## src/rtl/hfe_queue.sv

```systemverilog
`default_nettype none
module hfe_queue #(
  parameter int W     = 8,
  parameter int DEPTH = 2
) (
  input  wire logic         clk,
  input  wire logic         rst_n,
  input  wire logic         push,
  input  wire logic [W-1:0] push_data,
  output logic              full,
  input  wire logic         pop,
  output logic [W-1:0]      pop_data,
  output logic              empty
);
  localparam int PTR_W = (DEPTH > 1) ? $clog2(DEPTH) : 1;
  localparam int CNT_W = $clog2(DEPTH + 1);

  logic [W-1:0]     store_r [DEPTH];
  logic [PTR_W-1:0] wr_ptr_r, wr_ptr_nxt;
  logic [PTR_W-1:0] rd_ptr_r, rd_ptr_nxt;
  logic [CNT_W-1:0] cnt_r, cnt_nxt;
  logic             do_push, do_pop;

  assign full     = (cnt_r == CNT_W'(DEPTH));
  assign empty    = (cnt_r == '0);
  assign do_push  = push && !full;
  assign do_pop   = pop && !empty;
  assign pop_data = store_r[rd_ptr_r];

  always_comb begin
    wr_ptr_nxt = wr_ptr_r;
    rd_ptr_nxt = rd_ptr_r;
    cnt_nxt    = cnt_r;
    if (do_push) begin
      wr_ptr_nxt = (wr_ptr_r == PTR_W'(DEPTH - 1)) ? '0 : wr_ptr_r + 1'b1;
    end
    if (do_pop) begin
      rd_ptr_nxt = (rd_ptr_r == PTR_W'(DEPTH - 1)) ? '0 : rd_ptr_r + 1'b1;
    end
    if (do_push && !do_pop) begin
      cnt_nxt = cnt_r + 1'b1;
    end else if (do_pop && !do_push) begin
      cnt_nxt = cnt_r - 1'b1;
    end
  end

  always_ff @(posedge clk) begin
    if (!rst_n) begin
      wr_ptr_r <= '0;
      rd_ptr_r <= '0;
      cnt_r    <= '0;
    end else begin
      wr_ptr_r <= wr_ptr_nxt;
      rd_ptr_r <= rd_ptr_nxt;
      cnt_r    <= cnt_nxt;
    end
  end

  always_ff @(posedge clk) begin
    if (do_push) begin
      store_r[wr_ptr_r] <= push_data;
    end
  end

endmodule
`default_nettype wire

```

## config.mk

```make
export PLATFORM = sky130hd
export DESIGN_NAME = hfe_queue
export DESIGN_NICKNAME = d
export VERILOG_FILES = /design/src/rtl/hfe_queue.sv
export SDC_FILE = /design/constraint.sdc
export NUM_CORES = 1
export LEC_CHECK = 0
export ABC_CLOCK_PERIOD_IN_PS = 1930
export CAP_MARGIN = 30
export CORE_MARGIN = 1.5
export CORE_UTILIZATION = 31
export DETAILED_ROUTE_END_ITERATION = 12
export DONT_BUFFER_PORTS = 1
export PLACE_DENSITY_LB_ADDON = 0.12
export SYNTH_ARGS = -nofsm -noshare
export SYNTH_HDL_FRONTEND = slang
export SYNTH_SLANG_ARGS = --single-unit
```

## constraint.sdc

```tcl
create_clock -name clk -period 1.93 [get_ports clk]
set_clock_uncertainty 0.2 [all_clocks]
set_input_delay 0.386 -clock clk [delete_from_list [all_inputs] [get_ports clk]]
set_output_delay 0.386 -clock clk [all_outputs]
set_load 0.02 [all_outputs]
```

# == Word-level counts from Yosys, hierarchy flattened ==
# Memories as Yosys holds them, arrays and structs flattened. A register that Yosys moved wholly into a read port is not among the register bits.
# Cells that the tools add are included.
# classes
mux,8
order_cmp,0
n_shift,0
div,0
eq_ne,1
bitwise,0
reduce_logical,10
add_sub_neg,4
mul,0
# ops
cell,n
2-to-1 mux 1 bit,6
logical AND 1 bit,4
zero test 1 bit,4
2-to-1 mux 2 bit,2
"adder 1 bit, second input constant",2
"adder 2 x 1 -> 2 bit, second input constant",1
"equality test 2 bit, second input constant",1
zero test 2 bit,1
nonzero test 2 bit,1
"subtractor 2 x 1 -> 2 bit, second input constant",1
# word_totals
latch_bits,0
input_bits,12
wordCells,27
romBits,0
ramBits,16
memories,1
out_inout_bits,10
register_bits,4
# memory_table
memory,depth,width,rd,rd_ports_with_merged_regs,write_ports,line_no,source
store_r,2,8,1,1,1,18,logic [W-1:0] store_r [DEPTH];

# == Longest topological paths before layout ==
# Gate-level depths: netlist (run 1).
# logic_depth
ltp_word,7
ltp_mapped,7

# == Least setup slack after synthesis (run 1) ==
# Ideal clock, no wire load.
# synth_timing
kind,register to register
start,register cnt_r[0]
end,register cnt_r[1]
slack_ps,216
t_arrival_ps,1444
stages_incl_launch_ff,7
period_less_slack_ps,1714
path_buffers,0
required_ps,1660
cell_sequence,dfxtp_1 -> nand2b_1 -> inv_2 -> nor2_1 -> ha_1 -> or3_1 -> a21boi_1
# synth_between
elab_chain_cells,6
elab_cells_between_ends,15
classes_between,2 x add/sub; 1 x eq/ne; 2 x mux; 10 x reduce/logical
# synth_lines
item,line_no,source
"start, declared",21,"logic [CNT_W-1:0] cnt_r, cnt_nxt;"
"start signal, assigned",55,cnt_r <= cnt_nxt;
equality test 2 bit *,24,assign full = (cnt_r == CNT_W'(DEPTH));
named net full,10,"output logic full,"
zero test 1 bit *,26,assign do_push = push && !full;
logical AND 1 bit *,26,
zero test 1 bit,42,end else if (do_pop && !do_push) begin
logical AND 1 bit,42,
nonzero test 2 bit (no source line),-,
# Mark *: on every way through the listed nets, which the timed path passes. The rest lies on a longest branch. The select of a mux whose other input is x is not followed.
# A chain may end at the register's enable or synchronous reset.

# == Worst setup path in the final report (run 1) ==
# layout_timing
start,register cnt_r[1]
end,register cnt_r[1]
# Same word-level chain as after synthesis.

==> flow_summary.html, run 1 <==
<table>
<tr><th>Metric</th><th>Value</th></tr>
<tr><th colspan="2">Place</th></tr>
<tr><td>Total of buffers placed on input and output ports</td><td>0</td></tr>
<tr><td>Half-perimeter wire length after placement</td><td>1.011 mm</td></tr>
<tr><td>Pre-CTS setup slack</td><td>approximately 0.054 ns</td></tr>
<tr><td>Placer congestion estimate</td><td>between 0.6 and 0.7</td></tr>
<tr><th colspan="2">Timing</th></tr>
<tr><td>Total count of max-transition violations in the final report</td><td>0</td></tr>
<tr><td>Setup Viol. Count Final</td><td>0</td></tr>
<tr><td>Top achievable clock speed</td><td>0.5388 GHz</td></tr>
<tr><td>Count of final hold-check violations</td><td>0</td></tr>
<tr><td>Worst Hold Margin</td><td>0.02319 ns</td></tr>
<tr><td>Worst Slack Setup Final</td><td>around 0.074 ns</td></tr>
<tr><td>Share of the clock period used by the worst path</td><td>between 90% and 100%</td></tr>
<tr><td>Final critical-path required period</td><td>1.856 ns</td></tr>
<tr><td>Max transition margin</td><td>72.24%</td></tr>
<tr><td>Worst Tran Pin Value</td><td>0.4148 ns</td></tr>
<tr><td>Final sum of negative setup slack</td><td>0 ns</td></tr>
<tr><td>Setup repair after global routing missed its margin</td><td>no</td></tr>
<tr><th colspan="2">Finish</th></tr>
<tr><td>Util after Layout</td><td>39.44%</td></tr>
<tr><td>Number of inserted diodes</td><td>0</td></tr>
<tr><td>Final nets</td><td>77</td></tr>
<tr><td>Leading cell type in the layout, fill and taps excluded</td><td>edfxtp_1</td></tr>
<tr><td>Total of fill cells in the finished design</td><td>246</td></tr>
<tr><td>Fraction of final layout cells sized beyond drive strength 1</td><td>28.57%</td></tr>
<tr><td>Area growth from synthesis to final layout</td><td>20.71%</td></tr>
<tr><td>Leading cell types in the layout, fill and taps excluded</td><td>edfxtp_1 (16), dlygate4sd3_1 (9), mux2_2 (8)</td></tr>
<tr><th colspan="2">Pwr</th></tr>
<tr><td>Clock network fraction of total power</td><td>between 10% and 20%</td></tr>
<tr><td>Part of the power in registers</td><td>51.1%</td></tr>
<tr><td>Leakage power</td><td>roughly 0.34 nW</td></tr>
<tr><td>Cell internal power dissipation</td><td>a little over 0.8 mW</td></tr>
<tr><td>NetSw</td><td>0.4319 mW</td></tr>
<tr><td>Portion of total power attributed to combinational logic</td><td>around a third</td></tr>
<tr><td>Switching share of power</td><td>34.23%</td></tr>
<tr><td>Cell Pwr Density</td><td>1291 nW/um2</td></tr>
<tr><td>Peak supply drop</td><td>0.6341 mV</td></tr>
<tr><th colspan="2">Synthesis</th></tr>
<tr><td>Number of distinct library cell variants in the gate-level netlist after synthesis</td><td>20</td></tr>
<tr><td>Nets in the synthesized netlist</td><td>63</td></tr>
<tr><td>Area of the mapped netlist</td><td>809.5 um2</td></tr>
<tr><td>Flip-flop and latch count after synthesis</td><td>21</td></tr>
<tr><td>Combinational family with the most area after synthesis</td><td>multiplexers</td></tr>
<tr><td>Sequential cell area fraction in the yosys report</td><td>71.72%</td></tr>
<tr><td>Yosys synthesis warning count</td><td>0</td></tr>
<tr><td>Multiplexer area fraction after synthesis</td><td>11.13%</td></tr>
<tr><td>Arithmetic-cell share of the synthesized area counting full adders, half adders and majority gates</td><td>1.546%</td></tr>
<tr><td>Avg Synthesized Cell Area</td><td>16.19 um2</td></tr>
<tr><td>Xor-xnor portion of the synthesized cell area</td><td>3.246%</td></tr>
<tr><td>Post-Synth Simple-Gate Area</td><td>6.801%</td></tr>
<tr><td>Compound-cell area share of the yosys netlist</td><td>4.019%</td></tr>
<tr><td>Cell count after synthesis</td><td>50</td></tr>
<tr><th colspan="2">Detailed routing</th></tr>
<tr><td>Total number of vias</td><td>449</td></tr>
<tr><td>Drt via density</td><td>4.828</td></tr>
<tr><td>Number of DRC violations after detailed routing</td><td>0</td></tr>
<tr><td>Antenna viol nets, final</td><td>0</td></tr>
<tr><td>DRT Pass-1 Iters</td><td>4</td></tr>
<tr><td>Average wire per cell in the routed design</td><td>roughly 15 um</td></tr>
<tr><td>DRT Wirelength</td><td>between 1 and 1.5 mm</td></tr>
<tr><td>Initial drt markers</td><td>5</td></tr>
<tr><th colspan="2">Global routing</th></tr>
<tr><td>Gr usage total</td><td>10.49%</td></tr>
<tr><td>Vias in the first global route</td><td>468</td></tr>
<tr><td>Global route overflow</td><td>0</td></tr>
<tr><td>Antenna violations before repair</td><td>0</td></tr>
<tr><td>Wire length of the first global-routing pass</td><td>2.035 mm</td></tr>
<tr><td>Pin count of the biggest net entering global routing</td><td>13</td></tr>
<tr><th colspan="2">Flow run</th></tr>
<tr><td>Count of maximum capacitance violations</td><td>0</td></tr>
<tr><th colspan="2">Worst setup path</th></tr>
<tr><td>Req. time, crit path</td><td>1.95 ns</td></tr>
<tr><td>Max FO, Critical Path</td><td>5</td></tr>
<tr><td>Crit path capture type</td><td>flip-flop</td></tr>
<tr><td>Critical Path Source Type</td><td>flip-flop</td></tr>
<tr><td>CP arrival</td><td>1.88 ns</td></tr>
<tr><td>Category of the critical setup timing path</td><td>reg -&gt; reg</td></tr>
<tr><th colspan="2">Floorplanning</th></tr>
<tr><td>Count of boundary I/O pins</td><td>22</td></tr>
<tr><td>DIE HEIGHT</td><td>54.10 um</td></tr>
<tr><td>Horizontal die dimension</td><td>54.10 um</td></tr>
<tr><td>Full die area</td><td>2927 um2</td></tr>
<tr><td>Starting utilization of the core area</td><td>32.68%</td></tr>
<tr><td>Floorplan core area</td><td>2477 um2</td></tr>
<tr><td>Number of placement rows</td><td>18</td></tr>
<tr><th colspan="2">Clock tree</th></tr>
<tr><td>Clock sink count</td><td>21</td></tr>
<tr><td>Clock network latency to the later pin of the worst-skew pair</td><td>0.28 ns</td></tr>
<tr><td>Clock tree from TritonCTS</td><td>built</td></tr>
<tr><td>Clk slew on worst S/H paths</td><td>0.11 ns</td></tr>
<tr><td>CTS Buf Count</td><td>3</td></tr>
<tr><td>Deepest clock path buffer count</td><td>2</td></tr>
<tr><td>Master cell of the clock root buffer</td><td>clkbuf_4</td></tr>
<tr><td>H-tree depth reported by CTS</td><td>1</td></tr>
<tr><th colspan="2">Status</th></tr>
<tr><td>Outcome</td><td>finished clean</td></tr>
<tr><th colspan="2">Hold path</th></tr>
<tr><td>Type of the worst min-delay path</td><td>in -&gt; reg</td></tr>
</table>
==> synthesized netlist by cell type, drive strengths merged <==
master	count	area, um2
dfxtp	5	100.1
xor2	1	8.760
or3	1	6.260
inv	2	7.500
ha	1	12.51
a21boi	2	15.02
xnor2	2	17.52
o21a	1	7.510
edfxtp	16	480.5
nand2b	1	6.260
and2	3	18.77
mux2	8	90.09
nor3	1	10.01
o21ai	2	10.00
and3	1	6.260
buf	1	5.000
nor2	2	7.510
==> critical path, cell delays in order (launching register included) <==
cell and delay, ns:
dfxtp_1 0.45, nand2b_4 0.08, inv_2 0.13, nor2_1 0.06, ha_1 0.20, xor2_1 0.17
or3_1 0.33, a21boi_1 0.16
==> path summary, 6_finish.rpt <==
| kind | startpoint | endpoint | slack (ns) | cells after the start |
|---|---|---|---|---|
| hold / removal | rst_n | wr_ptr_r | 0.02 | 1 |
| setup / recovery | cnt_r[1] | cnt_r[1] | 0.07 | 7 |
| setup reg to reg | cnt_r[1] | cnt_r[1] | 0.07 | 7 |
| hold reg to reg | rd_ptr_r | flip-flop | 0.42 | 2 |
==> kinds of logic after synthesis <==
| kind of cell | Yosys count |
|---|---|
| xor gates and xnor gates | 3 |
| and+or+nand+nor | 9 |
| DFF | 21 |
| buffers and inverters | 3 |
| muxes | 8 |
| adders and majority gates | 1 |
| AOI/OAI and AO/OA | 5 |
==> state kept, by name, summed over array words and instances, names as in the netlist, named ones only <==
signal / flops
wr_ptr_r: 1
cnt_r: 2
store_r: 16
rd_ptr_r: 1
==> power by group through the flow <==
| stage | registers, mW | clock network, mW | logic, mW |
|---|---|---|---|
| final | 0.645 | 0.196 | 0.420 |
| after CTS | 0.638 | 0.210 | 0.410 |
| after global placement | 0.642 | 0 | 0.362 |
| after detailed placement | 0.649 | 0 | 0.391 |
| after floorplan | 0.616 | 0 | 0.346 |
| after global routing | 0.659 | 0.226 | 0.447 |
==> metal layers <==
metal  share of wire, %  track usage, %  vias to the layer above
li1                   -               -                      206
met1                 30           9.011                      224
met2                 60           21.75                       15
met3                7.8           2.500                        4
met4                2.0           5.000                        0
met5                  0               0                        -
==> layout make-up <==
cell class	count	area [um2]	area share [%]
well taps	30	37.54	3.841
repair buffers	10	97.59	9.987
inverters	2	7.507	0.7682
flip-flops and latches	21	583.1	59.67
clock buffers	3	22.52	2.305
clock inverters	1	5.005	0.5122
multi-input cells	26	224.0	22.92
==> through the flow <==
stage	instance area, um2	instances	total power [mW]
final	977.2	93	1.262
after global routing	977.2	93	1.331
after CTS	967.2	93	1.258
after detailed placement	849.6	80	1.040
after global placement	849.6	80	1.004
after floorplan	809.5	50	0.9625
==> what timing repair did <==
| item | in CTS | in global routing |
|---|---|---|
| hold buffers | 9 | 0 |
| endpoints found under the hold margin | 18 | 0 |
| buffers inserted | 0 | 0 |
| setup endpoints to repair | 0 | 9 |
| resized for setup | 0 | 3 |
No activity file was read; power rests on OpenSTA's default activity.
==> run 2, diff against run 1 <==
ABC_CLOCK_PERIOD_IN_PS = 1700   (was 1930)
clock period = 1.7 ns   (was 1.93 ns; I/O delays follow)
==> flow_summary.html, run 2 (synthesis results as in run 1) <==
<table>
<tr><th>Metric</th><th>Value</th></tr>
<tr><th colspan="2">Status</th></tr>
<tr><td>Outcome</td><td>finished clean</td></tr>
<tr><th colspan="2">Place</th></tr>
<tr><td>Number of cells after detailed placement</td><td>82 (+2.5%)</td></tr>
<tr><td>Placer congestion estimate</td><td>0.6854 (+6.9%)</td></tr>
<tr><td>Pre-CTS setup slack</td><td>0.002697 ns (-0.05101 ns)</td></tr>
<tr><td>Total of buffers placed on input and output ports</td><td>0 (unchanged)</td></tr>
<tr><th colspan="2">Finish</th></tr>
<tr><td>Total area of multi-input combinational cells</td><td>241.5 um2 (+7.8%)</td></tr>
<tr><td>Biggest regs</td><td>store_r x16, cnt_r x2</td></tr>
<tr><td>Max FFs per register</td><td>16 (unchanged)</td></tr>
<tr><td>Largest Register</td><td>store_r</td></tr>
<tr><td>Number of inserted diodes</td><td>0 (unchanged)</td></tr>
<tr><td>Final Non-Filler Cells</td><td>95 (+2.2%)</td></tr>
<tr><td>Leading cell types in the layout, fill and taps excluded</td><td>edfxtp_1 (16), dlygate4sd3_1 (9), mux2_2 (8)</td></tr>
<tr><td>Fraction of final layout cells sized beyond drive strength 1</td><td>38.46% (+9.9 points)</td></tr>
<tr><td>Area growth from synthesis to final layout</td><td>25.19%</td></tr>
<tr><td>Area occupied by registers</td><td>586.8 um2 (+0.64%)</td></tr>
<tr><td>Total of fill cells in the finished design</td><td>235 (-4.5%)</td></tr>
<tr><td>Leading cell type in the layout, fill and taps excluded</td><td>edfxtp_1</td></tr>
<tr><td>Final nets</td><td>79 (+2.6%)</td></tr>
<tr><th colspan="2">Timing</th></tr>
<tr><td>Count of final hold-check violations</td><td>0 (unchanged)</td></tr>
<tr><td>Max transition margin</td><td>73.42% (+1.2 points)</td></tr>
<tr><td>Final sum of negative setup slack</td><td>0 ns (unchanged)</td></tr>
<tr><td>Setup repair after global routing missed its margin</td><td>yes</td></tr>
<tr><td>Worst Tran Pin Value</td><td>0.3972 ns (-0.01763 ns)</td></tr>
<tr><td>Setup Viol. Count Final</td><td>0 (unchanged)</td></tr>
<tr><td>Worst Hold Margin</td><td>0.09697 ns (+0.07378 ns)</td></tr>
<tr><td>Total count of max-transition violations in the final report</td><td>0 (unchanged)</td></tr>
<tr><td>Top achievable clock speed</td><td>0.5971 GHz (+11%)</td></tr>
<tr><td>Final critical-path required period</td><td>1.675 ns (-0.1812 ns)</td></tr>
<tr><td>Share of the clock period used by the worst path</td><td>98.51% (+2.4 points)</td></tr>
<tr><td>Worst Slack Setup Final</td><td>0.02530 ns (-0.04881 ns)</td></tr>
<tr><th colspan="2">Pwr</th></tr>
<tr><td>Cell Pwr Density</td><td>1488 nW/um2 (+15%)</td></tr>
<tr><td>Peak supply drop</td><td>0.8258 mV (+30%)</td></tr>
<tr><td>Leakage power</td><td>0.3567 nW (+3.5%)</td></tr>
<tr><td>Power, Total</td><td>1.508 mW (+19%)</td></tr>
<tr><th colspan="2">Worst setup path</th></tr>
<tr><td>Cell class contributing the biggest share of worst-path delay</td><td>simple AND/OR/NAND/NOR gates</td></tr>
<tr><td>Levels on crit path</td><td>7 (unchanged)</td></tr>
<tr><td>Slowest stage cell on the critical path</td><td>or3_4</td></tr>
<tr><td>Crit path capture type</td><td>flip-flop</td></tr>
<tr><td>Worst reg-to-reg path cell count</td><td>7 (unchanged)</td></tr>
<tr><td>Req. time, crit path</td><td>1.73 ns (-0.22 ns)</td></tr>
<tr><td>Category of the critical setup timing path</td><td>reg -&gt; reg</td></tr>
<tr><td>CP arrival</td><td>1.71 ns (-0.17 ns)</td></tr>
<tr><td>Max FO, Critical Path</td><td>3 (-2)</td></tr>
<tr><td>List of cells traversed by the critical path</td><td>nand2b_4 &gt; inv_2 &gt; nor2_2 &gt; ha_2 &gt; xor2_2 &gt; or3_4 &gt; a21boi_1</td></tr>
<tr><td>CP peak stage delay</td><td>0.37 ns (-0.08 ns)</td></tr>
<tr><td>Critical Path Source Type</td><td>flip-flop</td></tr>
<tr><td>Buffers and inverters on the worst path</td><td>1 (unchanged)</td></tr>
<tr><th colspan="2">Clock tree</th></tr>
<tr><td>Deepest clock path buffer count</td><td>2 (unchanged)</td></tr>
<tr><td>Clock sink count</td><td>21 (unchanged)</td></tr>
<tr><td>Clk slew on worst S/H paths</td><td>0.11 ns (about the same)</td></tr>
<tr><td>Master cell of the clock root buffer</td><td>clkbuf_4</td></tr>
<tr><td>H-tree depth reported by CTS</td><td>1 (unchanged)</td></tr>
<tr><td>CTS Buf Count</td><td>3 (unchanged)</td></tr>
<tr><td>Clock network latency to the later pin of the worst-skew pair</td><td>0.29 ns (about the same)</td></tr>
<tr><td>Clock tree from TritonCTS</td><td>built</td></tr>
<tr><th colspan="2">Detailed routing</th></tr>
<tr><td>DRT Pass-1 Iters</td><td>3 (-1)</td></tr>
<tr><td>Average wire per cell in the routed design</td><td>14.41 um (-5.5%)</td></tr>
<tr><td>DRT Wirelength</td><td>1.369 mm (-3.5%)</td></tr>
<tr><td>Number of DRC violations after detailed routing</td><td>0 (unchanged)</td></tr>
<tr><td>Drt via density</td><td>4.537 (-6.0%)</td></tr>
<tr><td>Initial drt markers</td><td>7 (+2)</td></tr>
<tr><td>Total number of vias</td><td>431 (-4.0%)</td></tr>
<tr><td>Antenna viol nets, final</td><td>0 (unchanged)</td></tr>
<tr><th colspan="2">Floorplanning</th></tr>
<tr><td>Horizontal die dimension</td><td>54.10 um (unchanged)</td></tr>
<tr><td>Floorplan core area</td><td>2477 um2 (unchanged)</td></tr>
<tr><td>Number of placement rows</td><td>18 (unchanged)</td></tr>
<tr><td>DIE HEIGHT</td><td>54.10 um (unchanged)</td></tr>
<tr><td>Starting utilization of the core area</td><td>32.68% (unchanged)</td></tr>
<tr><td>Full die area</td><td>2927 um2 (unchanged)</td></tr>
<tr><td>Count of boundary I/O pins</td><td>22 (unchanged)</td></tr>
<tr><th colspan="2">Global routing</th></tr>
<tr><td>Wire length of the first global-routing pass</td><td>2.132 mm (+4.8%)</td></tr>
<tr><td>Vias in the first global route</td><td>479 (+2.4%)</td></tr>
<tr><td>Global route overflow</td><td>0 (unchanged)</td></tr>
<tr><td>Gr usage total</td><td>11.12% (+0.63 points)</td></tr>
<tr><td>Antenna violations before repair</td><td>0 (unchanged)</td></tr>
<tr><td>Pin count of the biggest net entering global routing</td><td>13 (unchanged)</td></tr>
<tr><th colspan="2">Hold path</th></tr>
<tr><td>Instance count along the most critical hold path</td><td>2 (+1)</td></tr>
<tr><td>Type of the worst min-delay path</td><td>in -&gt; reg</td></tr>
<tr><th colspan="2">Flow run</th></tr>
<tr><td>Count of maximum capacitance violations</td><td>0 (unchanged)</td></tr>
</table>
==> run 2: final timing paths <==
kind | start | to | slack (ns)
worst min register to register | cnt_r[1] | cnt_r[1] | 0.34
worst min-delay path | push | wr_ptr_r | 0.1
worst max-delay path | cnt_r[0] | cnt_r[1] | 0.03
worst max register to register | cnt_r[0] | cnt_r[1] | 0.03
==> run 2: metrics by stage <==
stage	util [%]	cell area [um2]
after detailed placement	35.20	872.1
after global placement	35.20	872.1
after floorplan	-	817.0
after global routing	40.91	1013
final	40.91	1013
after CTS	40.20	996.0
==> run 2: what timing repair did <==
action                     CTS  global route
setup endpoints to repair    9             9
hold endpoints to repair    21             0
resized for setup            4             4
pin swaps                    0             2
hold buffers                 9             0
buffers inserted             0             0
cloned                       0             0
==> run 2: area by class of cell <==
class,instances,share of cell area (%)
Clock buffer,3,2.222
Clock inverter,1,0.4938
Inverter,2,0.7407
Multi-Input combinational cell,26,23.83
Sequential cell,21,57.90
Tap cell,30,3.704
Timing Repair Buffer,12,11.11
==> run 2: layer usage <==
metal	track usage [%]	vias up	wire, um
li1	-	211	-
met1	11.07	208	496
met2	20.12	12	792
met3	3.056	0	80
met4	7.083	0	0
met5	0	-	0
==> run 2: where the power goes <==
group          switching (mW)  internal, mW  leakage [nW]  total, mW
registers              0.0680         0.665         0.192      0.733
clock network           0.144        0.0875        0.0177      0.231
logic                   0.300         0.243         0.147      0.543
total                   0.512         0.995         0.357       1.51
