===== src/rtl/hfe_pkg.sv =====
`default_nettype none
package hfe_pkg;

  localparam int NUM_BINS_DEF = 256;
  localparam int QUEUE_DEPTH  = 2;

  localparam int SAMPLE_W = 32;
  localparam int SEL_W    = 8;
  localparam int BINS_W   = 9;
  localparam int COUNT_W  = 32;
  localparam int ROOT_W   = 24;
  localparam int CFG_IDX_W = 2;

  localparam int IN_DATA_W  = 40;
  localparam int OUT_DATA_W = 64;

  localparam logic [CFG_IDX_W-1:0] CFG_RANGE_MIN = 2'd0;
  localparam logic [CFG_IDX_W-1:0] CFG_RANGE_MAX = 2'd1;
  localparam logic [CFG_IDX_W-1:0] CFG_BINS      = 2'd2;

  localparam logic [SAMPLE_W-1:0] RANGE_MIN_RST = 32'd0;
  localparam logic [SAMPLE_W-1:0] RANGE_MAX_RST = 32'd256;
  localparam logic [BINS_W-1:0]   BINS_RST      = 9'd256;

  localparam logic [COUNT_W-1:0] COUNT_MAX = 32'hFFFF_FFFF;

  typedef enum logic [1:0] {
    F_IDLE,
    F_MUL,
    F_DIV,
    F_PUSH
  } front_state_t;

  typedef enum logic [2:0] {
    B_CLEAR,
    B_IDLE,
    B_RD,
    B_UPD,
    B_ROOT,
    B_DONE
  } back_state_t;

  typedef struct packed {
    logic             fill;
    logic             hit;
    logic [SEL_W-1:0] bin_index;
  } hfe_item_t;

endpackage
`default_nettype wire


===== src/rtl/hfe_front.sv =====
`default_nettype none
module hfe_front #(
  parameter int NUM_BINS = hfe_pkg::NUM_BINS_DEF,
  parameter int IDXW     = $clog2(NUM_BINS)
) (
  input  wire logic                             clk,
  input  wire logic                             rst_n,
  input  wire logic                             cfg_valid,
  input  wire logic [hfe_pkg::CFG_IDX_W-1:0]    cfg_index,
  input  wire logic [hfe_pkg::SAMPLE_W-1:0]     cfg_data,
  input  wire logic                             in_tvalid,
  output logic                                  in_tready,
  input  wire logic [hfe_pkg::IN_DATA_W-1:0]    in_tdata,
  input  wire logic                             in_tuser,
  input  wire logic                             clear_busy,
  output logic                                  push,
  output logic [IDXW+$bits(hfe_pkg::hfe_item_t)-1:0] push_data,
  input  wire logic                             full
);
  import hfe_pkg::*;

  localparam int NBW = $clog2(NUM_BINS + 1);
  localparam int PW  = SAMPLE_W + NBW;
  localparam int KW  = $clog2(IDXW + 1);

  front_state_t state_r, state_nxt;

  logic signed [SAMPLE_W-1:0] min_r, max_r;
  logic [BINS_W-1:0]          bins_r;

  logic [31:0]         bins32, nb32, sel32;
  logic [NBW-1:0]      nb;
  logic signed [SAMPLE_W-1:0] xs;
  logic [SEL_W-1:0]    sel;
  logic                in_range, accept, ge;

  logic [SAMPLE_W-1:0] off_r, span_r;
  logic [NBW-1:0]      nb_r;
  logic [PW-1:0]       rem_r, d_r;
  logic [IDXW-1:0]     q_r;
  logic [KW-1:0]       k_r;
  hfe_item_t           item_r;

  assign xs  = in_tdata[SAMPLE_W-1:0];
  assign sel = in_tdata[SAMPLE_W+SEL_W-1:SAMPLE_W];

  always_comb begin
    bins32 = 32'(bins_r);
    if (bins32 == 32'd0) begin
      nb32 = 32'd1;
    end else if (bins32 > 32'(NUM_BINS)) begin
      nb32 = 32'(NUM_BINS);
    end else begin
      nb32 = bins32;
    end
    nb       = nb32[NBW-1:0];
    sel32    = 32'(sel);
    in_range = (max_r > min_r) && (xs >= min_r) && (xs < max_r);
  end

  assign accept = in_tvalid && in_tready;
  assign ge     = (rem_r >= d_r);

  always_comb begin
    state_nxt = state_r;
    case (state_r)
      F_IDLE: begin
        if (accept) begin
          state_nxt = (!in_tuser && in_range) ? F_MUL : F_PUSH;
        end
      end
      F_MUL:  state_nxt = F_DIV;
      F_DIV: begin
        if (k_r == '0) begin
          state_nxt = F_PUSH;
        end
      end
      F_PUSH: begin
        if (!full) begin
          state_nxt = F_IDLE;
        end
      end
      default: state_nxt = F_IDLE;
    endcase
  end

  always_comb begin
    in_tready = 1'b0;
    push      = 1'b0;
    case (state_r)
      F_IDLE:  in_tready = !clear_busy;
      F_PUSH:  push = 1'b1;
      default: begin
        in_tready = 1'b0;
        push      = 1'b0;
      end
    endcase
  end

  assign push_data = {q_r, item_r};

  always_ff @(posedge clk) begin
    if (!rst_n) begin
      state_r <= F_IDLE;
      min_r   <= RANGE_MIN_RST;
      max_r   <= RANGE_MAX_RST;
      bins_r  <= BINS_RST;
    end else begin
      state_r <= state_nxt;
      if (cfg_valid) begin
        case (cfg_index)
          CFG_RANGE_MIN: min_r  <= cfg_data;
          CFG_RANGE_MAX: max_r  <= cfg_data;
          CFG_BINS:      bins_r <= cfg_data[BINS_W-1:0];
          default:       ;
        endcase
      end
    end
  end

  always_ff @(posedge clk) begin
    case (state_r)
      F_IDLE: begin
        if (accept) begin
          off_r  <= xs - min_r;
          span_r <= max_r - min_r;
          nb_r   <= nb;
          if (in_tuser) begin
            item_r.fill      <= 1'b0;
            item_r.hit       <= (sel32 < nb32);
            item_r.bin_index <= sel;
            q_r              <= sel32[IDXW-1:0];
          end else begin
            item_r.fill      <= 1'b1;
            item_r.hit       <= in_range;
            item_r.bin_index <= '0;
            q_r              <= '0;
          end
        end
      end
      F_MUL: begin
        rem_r <= PW'(off_r * nb_r);
        d_r   <= PW'(span_r) << (IDXW - 1);
        k_r   <= KW'(IDXW - 1);
        q_r   <= '0;
      end
      F_DIV: begin
        if (ge) begin
          rem_r <= rem_r - d_r;
        end
        d_r <= d_r >> 1;
        q_r <= IDXW'({q_r, ge});
        k_r <= k_r - 1'b1;
        if (k_r == '0) begin
          item_r.bin_index <= 8'(32'({q_r, ge}));
        end
      end
      default: ;
    endcase
  end

endmodule
`default_nettype wire


===== config.mk =====
export PLATFORM = sky130hd
export DESIGN_NAME = hfe_front
export DESIGN_NICKNAME = d
export VERILOG_FILES = /design/src/rtl/hfe_pkg.sv /design/src/rtl/hfe_front.sv
export SDC_FILE = /design/constraint.sdc
export NUM_CORES = 1
export LEC_CHECK = 0
export BUFFER_PORTS_ARGS = -buffer_cell sky130_fd_sc_hd__buf_2
export CORE_UTILIZATION = 50
export DETAILED_ROUTE_END_ITERATION = 12
export GPL_TIMING_DRIVEN = 0
export PLACE_DENSITY = 0.76
export SLEW_MARGIN = 5
export SYNTH_ARGS = -nofsm -noshare
export SYNTH_HDL_FRONTEND = slang
export SYNTH_SLANG_ARGS = --single-unit

===== constraint.sdc =====
create_clock -name clk -period 6.5 [get_ports clk]
set_input_delay 1.3 -clock clk [delete_from_list [all_inputs] [get_ports clk]]
set_output_delay 1.3 -clock clk [all_outputs]
set_load 0.01 [all_outputs]

# Yosys cells after proc, flatten, opt, wreduce, memory -nomap -nowiden
# Index checks and enable logic that the tools add are counted.
# totals
register_bits,252
# classes
n_addsub,4
multipliers,1
n_lt_le_gt_ge,6
eq_ne,9
mux,20
reduce_logical,21
# ops
cell,count
$pmux W41 S2,2
$sub A32 B32 Y32,2
$ge A41 B41 Y1,1
$mul A32 B9 Y41,1
$mux W41,1
$sub A41 B41 Y41,1
$ge A32 B32 Y1,1
$gt A32 B32 Y1,1
$lt A32 B32 Y1,1
$lt A8 B32 Y1,1
$mux W32,1
$mux W8,4
$pmux W8 S3,1
$pmux W8 S2,1
$reduce_and A2 Y1,6
$mux W10,1
$gt A9 B9 Y1 const B,1
$logic_not A9 Y1,1
$mux W9,1
$mux W2,4
$ne A2 B2 Y1 const B,4
$pmux W2 S4,1
$pmux W4 S2,1
$eq A2 B2 Y1 const B,3
other kinds (10),19

# Longest topological paths before layout
# Gate-level depths: netlist (run 1).
# depth
depth_word,7
depth_mapped,21
ltp_nobuf,20

# Worst setup path before layout (run 1)
# Ideal clock, no wire load.
# synth_path
path_type,flip-flop to flip-flop
from,reg nb_r[8]
to,"reg rem_r[38], data pin"
setup_ns,0.279
arrival_time_ns,4.997
t_required_ns,6.221
slack_ns,1.224
stages_incl_launch_ff,19
period_less_slack_ns,5.276
path_cell_list,edfxtp_1 -> clkbuf_1 -> and2_1 -> fa_1 -> fa_1 -> fa_1 -> inv_1 -> fa_1 -> inv_1 -> ha_1 -> nand3_1 -> o211ai_1 -> o2111ai_2 -> o2111ai_2 -> a311oi_4 -> nor2_2 -> a221oi_1 -> xor2_1 -> a211oi_1
# synth_via
elab_chain_len,2
# synth_lines
element,line,text
"start, declared",hfe_front.sv:38,logic [NBW-1:0] nb_r;
"start signal, assigned",hfe_front.sv:127,nb_r <= nb;
$mul A32 B9 Y41,hfe_front.sv:142,rem_r <= PW'(off_r * nb_r);
$pmux W41 S2,hfe_front.sv:122,case (state_r)
"end signal, assigned",hfe_front.sv:142,
"end signal, assigned",hfe_front.sv:149,rem_r <= rem_r - d_r;
"end, declared",hfe_front.sv:39,"logic [PW-1:0] rem_r, d_r;"
# No other way between the ends.
# A chain may end at the register's enable or synchronous reset.

# Worst setup path after layout (run 1)
# layout_path
from,reg nb_r[5]
to,"reg rem_r[33], data pin"
# The elaborated chain is that of the path after synthesis.

==> flow_metrics.tcl, run 1 <==
set metrics [dict create \
    slew_viol_final 0 \
    synthArstFlopShare_pct 0 \
    antenna_left 0 \
    path_buf_inv 3 \
    cap_violations 0 \
    dpl.hpwl_microns 60000 \
    hold_viol 0 \
    worstMarginPinSlew_ns 1.130 \
    stdcell_area_sq_um 27230 \
    antenna_found_initial 1 \
    cts_buffers 28 \
    grt_start_max_net_pins 74 \
    synthCells 2741 \
    io_pins 101 \
    hold_buffers 0 \
    rsz0062_at_grt "no" \
    synth_area_sq_um 24870 \
    path_depth 18 \
    place_area_sq_um 26280 \
    critPathArrivalTime_ns 6.53 \
    wl_microns 72520 \
    synth_nets 3246 \
    path_class "reg -> reg" \
    areaGrowthSynthToFinish_pct 9.514 \
    period_share_pct 96.71 \
    fin_skew_ns 0.04848 \
    path_cells "clkbuf_2 > and2_1 > fa_1 > fa_1 > fa_1 > inv_1 > fa_1 > inv_1 > ha_1 > a211oi_1 > o211ai_1 > a211oi_1 > o21ai_1 > a41o_1 > o41a_1 > a21boi_1 > mux2i_1 > o311ai_1" \
    grt_pass1_vias 20930 \
    rows 81 \
    grt_pass1_wl_microns 113800 \
    root_buffer "clkbuf_16" \
    timing.final.ws_setup_ns 0.2139 \
    cts_tree "built" \
    holdWs_ns 0.4574 \
    core_area_sq_um 48950 \
    vias_per_cell 5.792 \
    drive_gt1_share_pct 8.494 \
    r2r_setup_slack_ns 0.21 \
    die-area_sq_um 50630 \
    clkTransAtPathRegs_ns 0.06 \
    max-slew-margin-rel_pct 24.70 \
    required_ns 6.74 \
    die_h_microns 225.0 \
    ys_seq_elements 250 \
    synth_ff_type "edfxtp_1" \
    gr-usage-all-layers_pct 29.10 \
    dieWidth_microns 225.0 \
    vias 20625 \
    worstSkewPairLatency_ns 0.60 \
    crit_family "adder cells" \
    synth_edf_count 175 \
    post-place-ws_ns 0.1761 \
    initial_core_util_pct 50.80 \
    wl_per_cell_microns 20.37 \
    hold_class "reg -> reg" \
    fmaxAchievable_mhz 159.1 \
    worstSetupEndpointType "flop" \
    critPathSlowestCell "fa_1" \
    clock_sinks 250 \
    max-clock-path-buffers 3 \
    setup_viol 0 \
    r2r_cells 18 \
    htreeDepth 1 \
    holdPathStages 2 \
    ys_seq_area_share_pct 27.17 \
    worst-path-max-fanout 10 \
    drcViolationCount 0 \
    fin_nets 3379 \
    drt_iter0_markers 1879 \
    crit_path_frequent_cell "fa_1" \
    fin_crit_ns 6.286 \
    postCtsSetupBuffers 0 \
    startpoint_type "flop" \
    status "completed" \
    synth.avg_cell_area_sq_um 9.072 \
    ys_warn_count 0 \
    cp_slowest_stage_delay_ns 0.56 \
    grt_overflow 0 \
    place.gp.congestion 1.012 \
    yosysUniqueCellTypes 93 \
    drt-pass1-iter-count 7 \
    io_buffers 100 \
]
## Yosys cell counts, types with 33 or more instances
cell type	n	area share, %
a21oi_1	191	3.8
and2_1	178	4.5
edfxtp_1	175	21
a21o_1	60	1.8
xnor2_1	70	2.5
nor2_1	126	1.9
clkbuf_1	82	1.2
inv_1	398	6.0
mux2_2	33	1.5
ha_1	210	11
nand3_1	51	1.0
o21ai_0	88	1.8
fa_1	214	17
dfxtp_1	75	6.0
nand2_1	336	5.1
xor2_1	37	1.3
## area by class of cell
class                   instances  area (sq um)
inverters                     400          1504
flip-flops and latches        250          6756
fillers                      4318         21720
clock buffers                  44         852.1
clock inverters                 8         71.32
multi-input cells            1998         16280
repair buffers                103         568.0
diodes                          1         2.502
well taps                     664         830.8
plain buffers                  93         372.9
## placed cells by master, fill, tap and decap left out, types with 7 or more instances in the layout
cell	count
a211oi_1	16
a21o_1	60
a21oi_1	191
a221oi_1	10
a31oi_1	17
and2_1	178
and3_1	22
buf_1	9
buf_2	102
clkbuf_1	70
clkbuf_16	29
clkbuf_2	19
dfxtp_1	75
edfxtp_1	175
fa_1	214
ha_1	209
inv_1	397
mux2_2	33
mux2i_1	18
nand2_1	336
nand2b_1	28
nand3_1	51
nand4_1	22
nor2_1	126
nor2b_1	18
nor3_1	32
o211ai_1	17
o21a_1	24
o21ai_0	87
o21ai_1	8
o21bai_1	27
o31ai_1	7
or2_2	7
or3_1	8
xnor2_1	70
xor2_1	37
## per-stage QoR
step / TNS (ns) / instances / util (%)
2_1_floorplan: 0 / 2741 / -
3_3_place_gp: -6.291 / 3505 / 53.52
3_5_place_dp: 0 / 3508 / 53.69
4_1_cts: 0 / 3560 / 55.58
5_1_grt: 0 / 3561 / 55.63
6_report: 0 / 3561 / 55.63
## worst paths after layout
| path | startpoint | endpoint |
|---|---|---|
| worst max register to register | nb_r[5] | rem_r[33] |
| worst max-delay path | nb_r[5] | rem_r[33] |
| worst min register to register | min_r[9] | min_r[9] |
| worst min-delay path | min_r[9] | min_r[9] |
## worst reg2reg max path: stages (launching register included)
cell and delay [ns]:
edfxtp_1 0.50, clkbuf_2 0.32, and2_1 0.25, fa_1 0.56
fa_1 0.44, fa_1 0.54, inv_1 0.06, fa_1 0.53
inv_1 0.04, ha_1 0.37, a211oi_1 0.25, o211ai_1 0.18
a211oi_1 0.34, o21ai_1 0.22, a41o_1 0.31, o41a_1 0.39
a21boi_1 0.22, mux2i_1 0.21, o311ai_1 0.21
## sequential cells by signal, indices dropped and copies added (netlist names), 9 cells and up
| register | flops |
|---|---|
| nb_r | 9 |
| min_r | 32 |
| max_r | 32 |
| span_r | 32 |
| bins_r | 9 |
| push_data | 10 |
| d_r | 39 |
| rem_r | 41 |
| off_r | 32 |
## logic make-up after synthesis
group | share of synthesized area (%)
and+or+nand+nor | 16.72
adders and majority gates | 27.79
muxes | 2.219
DFF | 27.17
buffers and inverters | 7.457
AOI/OAI and AO/OA | 14.87
xor gates and xnor gates | 3.769
## timing repair
item,CTS,global route
resized for setup,0,34
setup endpoints to repair,0,7
hold endpoints to repair,0,0
## metal layers
metal | track usage (%) | routed length (microns) | vias up | share of wire [%]
met4 | 13.87 | 3832 | 0 | 5.3
li1 | - | - | 9472 | -
met3 | 3.598 | 5034 | 172 | 6.9
met2 | 49.62 | 34520 | 835 | 48
met1 | 36.63 | 29130 | 10146 | 40
met5 | 0 | 0 | - | 0
Power of run 1 is left out: the tool's default activity adds up to more than one toggle a clock period on the data nets, which glitch-free logic cannot reach.
==> inputs of run 2 (changes only) <==
--- a/config.mk
+++ b/config.mk
@@ -10,6 +10,7 @@
 export DETAILED_ROUTE_END_ITERATION = 12
 export GPL_TIMING_DRIVEN = 0
 export PLACE_DENSITY = 0.76
+export RECOVER_POWER = 50
 export SLEW_MARGIN = 5
 export SYNTH_ARGS = -nofsm -noshare
 export SYNTH_HDL_FRONTEND = slang
==> flow_metrics.tcl, run 2 (synthesized netlist as in run 1, its figures left out) <==
set metrics [dict create \
    drt_iter0_markers 1908 \
    wl_per_cell_microns 20.34 \
    fmaxAchievable_mhz 159.0 \
    path_class "reg -> reg" \
    hold_class "reg -> reg" \
    die_h_microns 225.0 \
    fin_crit_ns 6.289 \
    wl_microns 72440 \
    final_common_cell "inv_1" \
    root_buffer "clkbuf_16" \
    largest_reg_flops 41 \
    postCtsSetupBuffers 0 \
    required_ns 6.78 \
    worst-path-max-fanout 10 \
    grt_pass1_vias 20930 \
    clock_sinks 250 \
    rsz0062_at_grt "no" \
    status "finished with violations" \
    htreeDepth 1 \
    seq_area_sq_um 6756 \
    drive_gt1_share_pct 8.218 \
    clkTransAtPathRegs_ns 0.06 \
    period_share_pct 96.75 \
    utilization_pct 55.54 \
    antenna_left 0 \
    worstSetupEndpointType "flop" \
    r2r_setup_slack_ns 0.21 \
    worstSkewPairLatency_ns 0.60 \
    multi_input_area_sq_um 16270 \
    die-area_sq_um 50630 \
    r2r_cells 18 \
    violations "max-capacitance violations, max-slew violations" \
    timing.final.ws_setup_ns 0.2110 \
    dpl.hpwl_microns 60000 \
    max-slew-margin-rel_pct -157.8 \
    fillers 4326 \
    endpoint "rem_r[29]" \
    drt-pass1-iter-count 6 \
    worstMarginPinSlew_ns 3.867 \
    holdWs_ns 0.4562 \
    cts_resized 0 \
    gr-usage-all-layers_pct 29.10 \
    drcViolationCount 0 \
    place.gp.congestion 1.012 \
    areaGrowthSynthToFinish_pct 9.318 \
    post-place-ws_ns 0.1761 \
    cts_buffers 28 \
    vias_per_cell 5.783 \
    reg_top3 "rem_r (41), d_r (39)" \
    core_area_sq_um 48950 \
    final_cell_mix "inv_1 (397), nand2_1 (336), fa_1 (214)" \
    io_pins 101 \
    antenna_found_initial 1 \
    fin_skew_ns 0.04539 \
    vias 20592 \
    setup_viol 0 \
    startpoint_type "flop" \
    grt_overflow 0 \
    setup-tns-final_ns 0 \
    largest-register "rem_r" \
    cap_violations 1 \
    worstReg2RegStart "nb_r[5]" \
    grt_start_max_net_pins 74 \
    grt_pass1_wl_microns 113800 \
    worstReg2RegEnd "rem_r[29]" \
    fin_nets 3379 \
    io_buffers 100 \
    dieWidth_microns 225.0 \
    initial_core_util_pct 50.80 \
    critPathArrivalTime_ns 6.57 \
    hold_viol 0 \
    critPathLaunch "nb_r[5]" \
    max-clock-path-buffers 3 \
    rows 81 \
    hold_buffers 0 \
    slew_viol_final 74 \
    cts_tree "built" \
]
## run 2: worst min path at each step
stage	startpoint	to	slack (ns)	depth (start not counted)
after CTS	min_r[2]	min_r[2]	0.46	2
after detailed placement	min_r[30]	min_r[30]	0.45	2
after global placement	min_r[5]	min_r[5]	0.44	2
final	min_r[9]	min_r[9]	0.46	2
after floorplan	min_r[10]	min_r[10]	0.44	2
after global routing	min_r[6]	min_r[6]	0.48	2
## run 2: stage by stage
step	instance area [sq um]	std cells
after global routing	27180	3561
final	27180	3561
after CTS	27210	3560
after floorplan	24870	2741
after detailed placement	26280	3508
after global placement	26200	3505
## run 2: routing by layer
layer / global-route usage (%) / routed length (microns)
met1: 36.63 / 29060
met2: 49.62 / 34350
met3: 3.598 / 5127
met4: 13.87 / 3898
met5: 0 / 0
## run 2: layout make-up
class,instances,share of cell area (%)
Clock buffer,44,3.134
Antenna cell,1,0.009205
Inverter,400,5.528
Clock inverter,8,0.2623
Timing Repair Buffer,103,1.924
Tap cell,664,3.056
Buffer,93,1.372
Sequential cell,250,24.85
Multi-Input combinational cell,1998,59.86
## run 2: worst max-delay path, cell delays in order (launching register included)
cell	delay [ns]
edfxtp_1	0.50
clkbuf_2	0.32
and2_1	0.25
fa_1	0.56
fa_1	0.44
fa_1	0.54
inv_1	0.06
fa_1	0.53
inv_1	0.04
ha_1	0.37
a211oi_1	0.25
o211ai_1	0.18
a211oi_1	0.33
o21ai_1	0.22
a41o_1	0.31
o41a_1	0.40
a21boi_1	0.21
xor2_1	0.33
mux2i_1	0.13
Power of run 2 is left out for the same reason.
==> inputs of run 3 (changes only) <==
--- a/config.mk
+++ b/config.mk
@@ -7,6 +7,7 @@
 export LEC_CHECK = 0
 export BUFFER_PORTS_ARGS = -buffer_cell sky130_fd_sc_hd__buf_2
 export CORE_UTILIZATION = 50
+export CTS_BUF_LIST = sky130_fd_sc_hd__clkbuf_2
 export DETAILED_ROUTE_END_ITERATION = 12
 export GPL_TIMING_DRIVEN = 0
 export PLACE_DENSITY = 0.76
==> flow_metrics.tcl, run 3 (synthesized netlist as in run 1, its figures left out) <==
set metrics [dict create \
    multi_input_area_sq_um 16270 \
    worstMarginPinSlew_ns 3.816 \
    path_class "reg -> reg" \
    status "finished with violations" \
    dpl.hpwl_microns 60000 \
    hold_start "min_r[9]" \
    root_buffer "clkbuf_2" \
    worstSetupEndpointType "flop" \
    areaGrowthSynthToFinish_pct 8.136 \
    fmaxAchievable_mhz 157.7 \
    final_common_cell "inv_1" \
    cts_buffers 68 \
    slew_viol_final 74 \
    cp_slowest_stage_delay_ns 0.62 \
    utilization_pct 54.93 \
    required_ns 7.18 \
    postCtsSetupBuffers 0 \
    cap_violations 1 \
    rsz0062_at_grt "no" \
    place.gp.congestion 1.012 \
    path_cells "buf_2 > nand2_1 > fa_1 > inv_1 > fa_1 > fa_1 > inv_1 > fa_1 > inv_1 > ha_1 > a211oi_1 > o211ai_1 > a211oi_1 > o21ai_1 > a41o_1 > o41a_1 > a21boi_1 > xor2_1 > mux2i_1" \
    grt_pass1_wl_microns 114400 \
    final_cell_mix "inv_1 (398), nand2_1 (336), fa_1 (214)" \
    drive_gt1_share_pct 9.932 \
    die_h_microns 225.0 \
    startpoint_type "flop" \
    worstReg2RegStart "nb_r[1]" \
    htreeDepth 3 \
    hold_class "reg -> reg" \
    gr-usage-all-layers_pct 29.53 \
    timing.final.ws_setup_ns 0.1571 \
    drt_iter0_markers 1894 \
    reg_top3 "rem_r (41), d_r (39)" \
    critPathArrivalTime_ns 7.03 \
    period_share_pct 97.58 \
    fin_crit_ns 6.343 \
    clkTransAtPathRegs_ns 0.11 \
    initial_core_util_pct 50.80 \
    vias_per_cell 5.749 \
    crit_path_frequent_cell "fa_1" \
    io_buffers 100 \
    largest-register "rem_r" \
    worstSkewPairLatency_ns 1.04 \
    max-clock-path-buffers 3 \
    dieWidth_microns 225.0 \
    setup_viol 0 \
    path_depth 19 \
    violations "max-capacitance violations, max-slew violations" \
    drt-pass1-iter-count 6 \
    die-area_sq_um 50630 \
    critPathLaunch "nb_r[1]" \
    fin_nets 3419 \
    fillers 4431 \
    path_buf_inv 4 \
    antenna_left 0 \
    r2r_cells 19 \
    largest_reg_flops 41 \
    clock_sinks 250 \
    grt_pass1_vias 21203 \
    fin_skew_ns 0.1161 \
    hold_viol 0 \
    io_pins 101 \
    wl_microns 73080 \
    holdPathStages 2 \
    cts_tree "built" \
    post-place-ws_ns 0.1761 \
    vias 20850 \
    max-slew-margin-rel_pct -154.4 \
    grt_start_max_net_pins 74 \
    grt_overflow 0 \
    rows 81 \
    wl_per_cell_microns 20.15 \
    seq_area_sq_um 6756 \
    antenna_found_initial 2 \
    critPathSlowestCell "edfxtp_1" \
    core_area_sq_um 48950 \
    worst-path-max-fanout 10 \
    crit_family "adder cells" \
    drcViolationCount 0 \
]
-- run 3: changes by cell type in the layout (fill, tap and decap cells not counted), moves of 2 or more --
| cell | previous run | this run |
|---|---|---|
| clkinv_2 | 4 | 2 |
| clkbuf_8 | 6 | 0 |
| clkbuf_1 | 78 | 75 |
| clkinv_1 | 1 | 12 |
| bufinv_16 | 0 | 2 |
| clkbuf_4 | 2 | 0 |
| clkbuf_16 | 29 | 0 |
| clkbuf_2 | 19 | 113 |
| diode_2 | 1 | 3 |
-- run 3: worst min-delay path, delay by kind of cell, from the launching register on --
family             cells  cell delay [ns]
AOI/OAI and AO/OA      1             0.05
DFF                    1             0.32
and+or+nand+nor        1             0.05
-- run 3: worst paths after layout --
path / to / slack [ns]
setup / recovery: rem_r[29] / 0.16
hold / removal: min_r[9] / 0.46
setup reg to reg: rem_r[29] / 0.16
hold reg to reg: min_r[9] / 0.46
-- run 3: per-stage QoR --
step                TNS, ns  cells  hold slack, ns  area [sq um]
floorplan                 0   2741          0.4363         24870
global placement     -6.291   3505          0.4421         26200
detailed placement        0   3508          0.4478         26280
CTS                       0   3624          0.4264         26910
global route              0   3626          0.4673         26890
finish                    0   3627          0.4603         26890
-- run 3: routing by layer --
metal | wire (microns) | global-route usage (%)
met3 | 5307 | 4.915
met5 | 0 | 0
met2 | 34670 | 49.78
met1 | 29260 | 36.59
met4 | 3841 | 14.70
-- run 3: cell type report --
type                       count  area share [%]
sequential                   250           25.13
clock buffer                  98           1.824
clock inverter                18          0.5025
antenna                        3         0.02792
tap                          664           3.090
timing repair buffer         103           1.945
inverter                     400           5.588
buffer                        93           1.382
multi-input combinational   1998           60.52
-- run 3: repair_timing --
action / in CTS / in global routing
hold buffers: 0 / 0
hold endpoints to repair: 0 / 0
gates resized for setup: 0 / 32
endpoints found under the setup margin: 0 / 9
Power of run 3 is left out for the same reason.
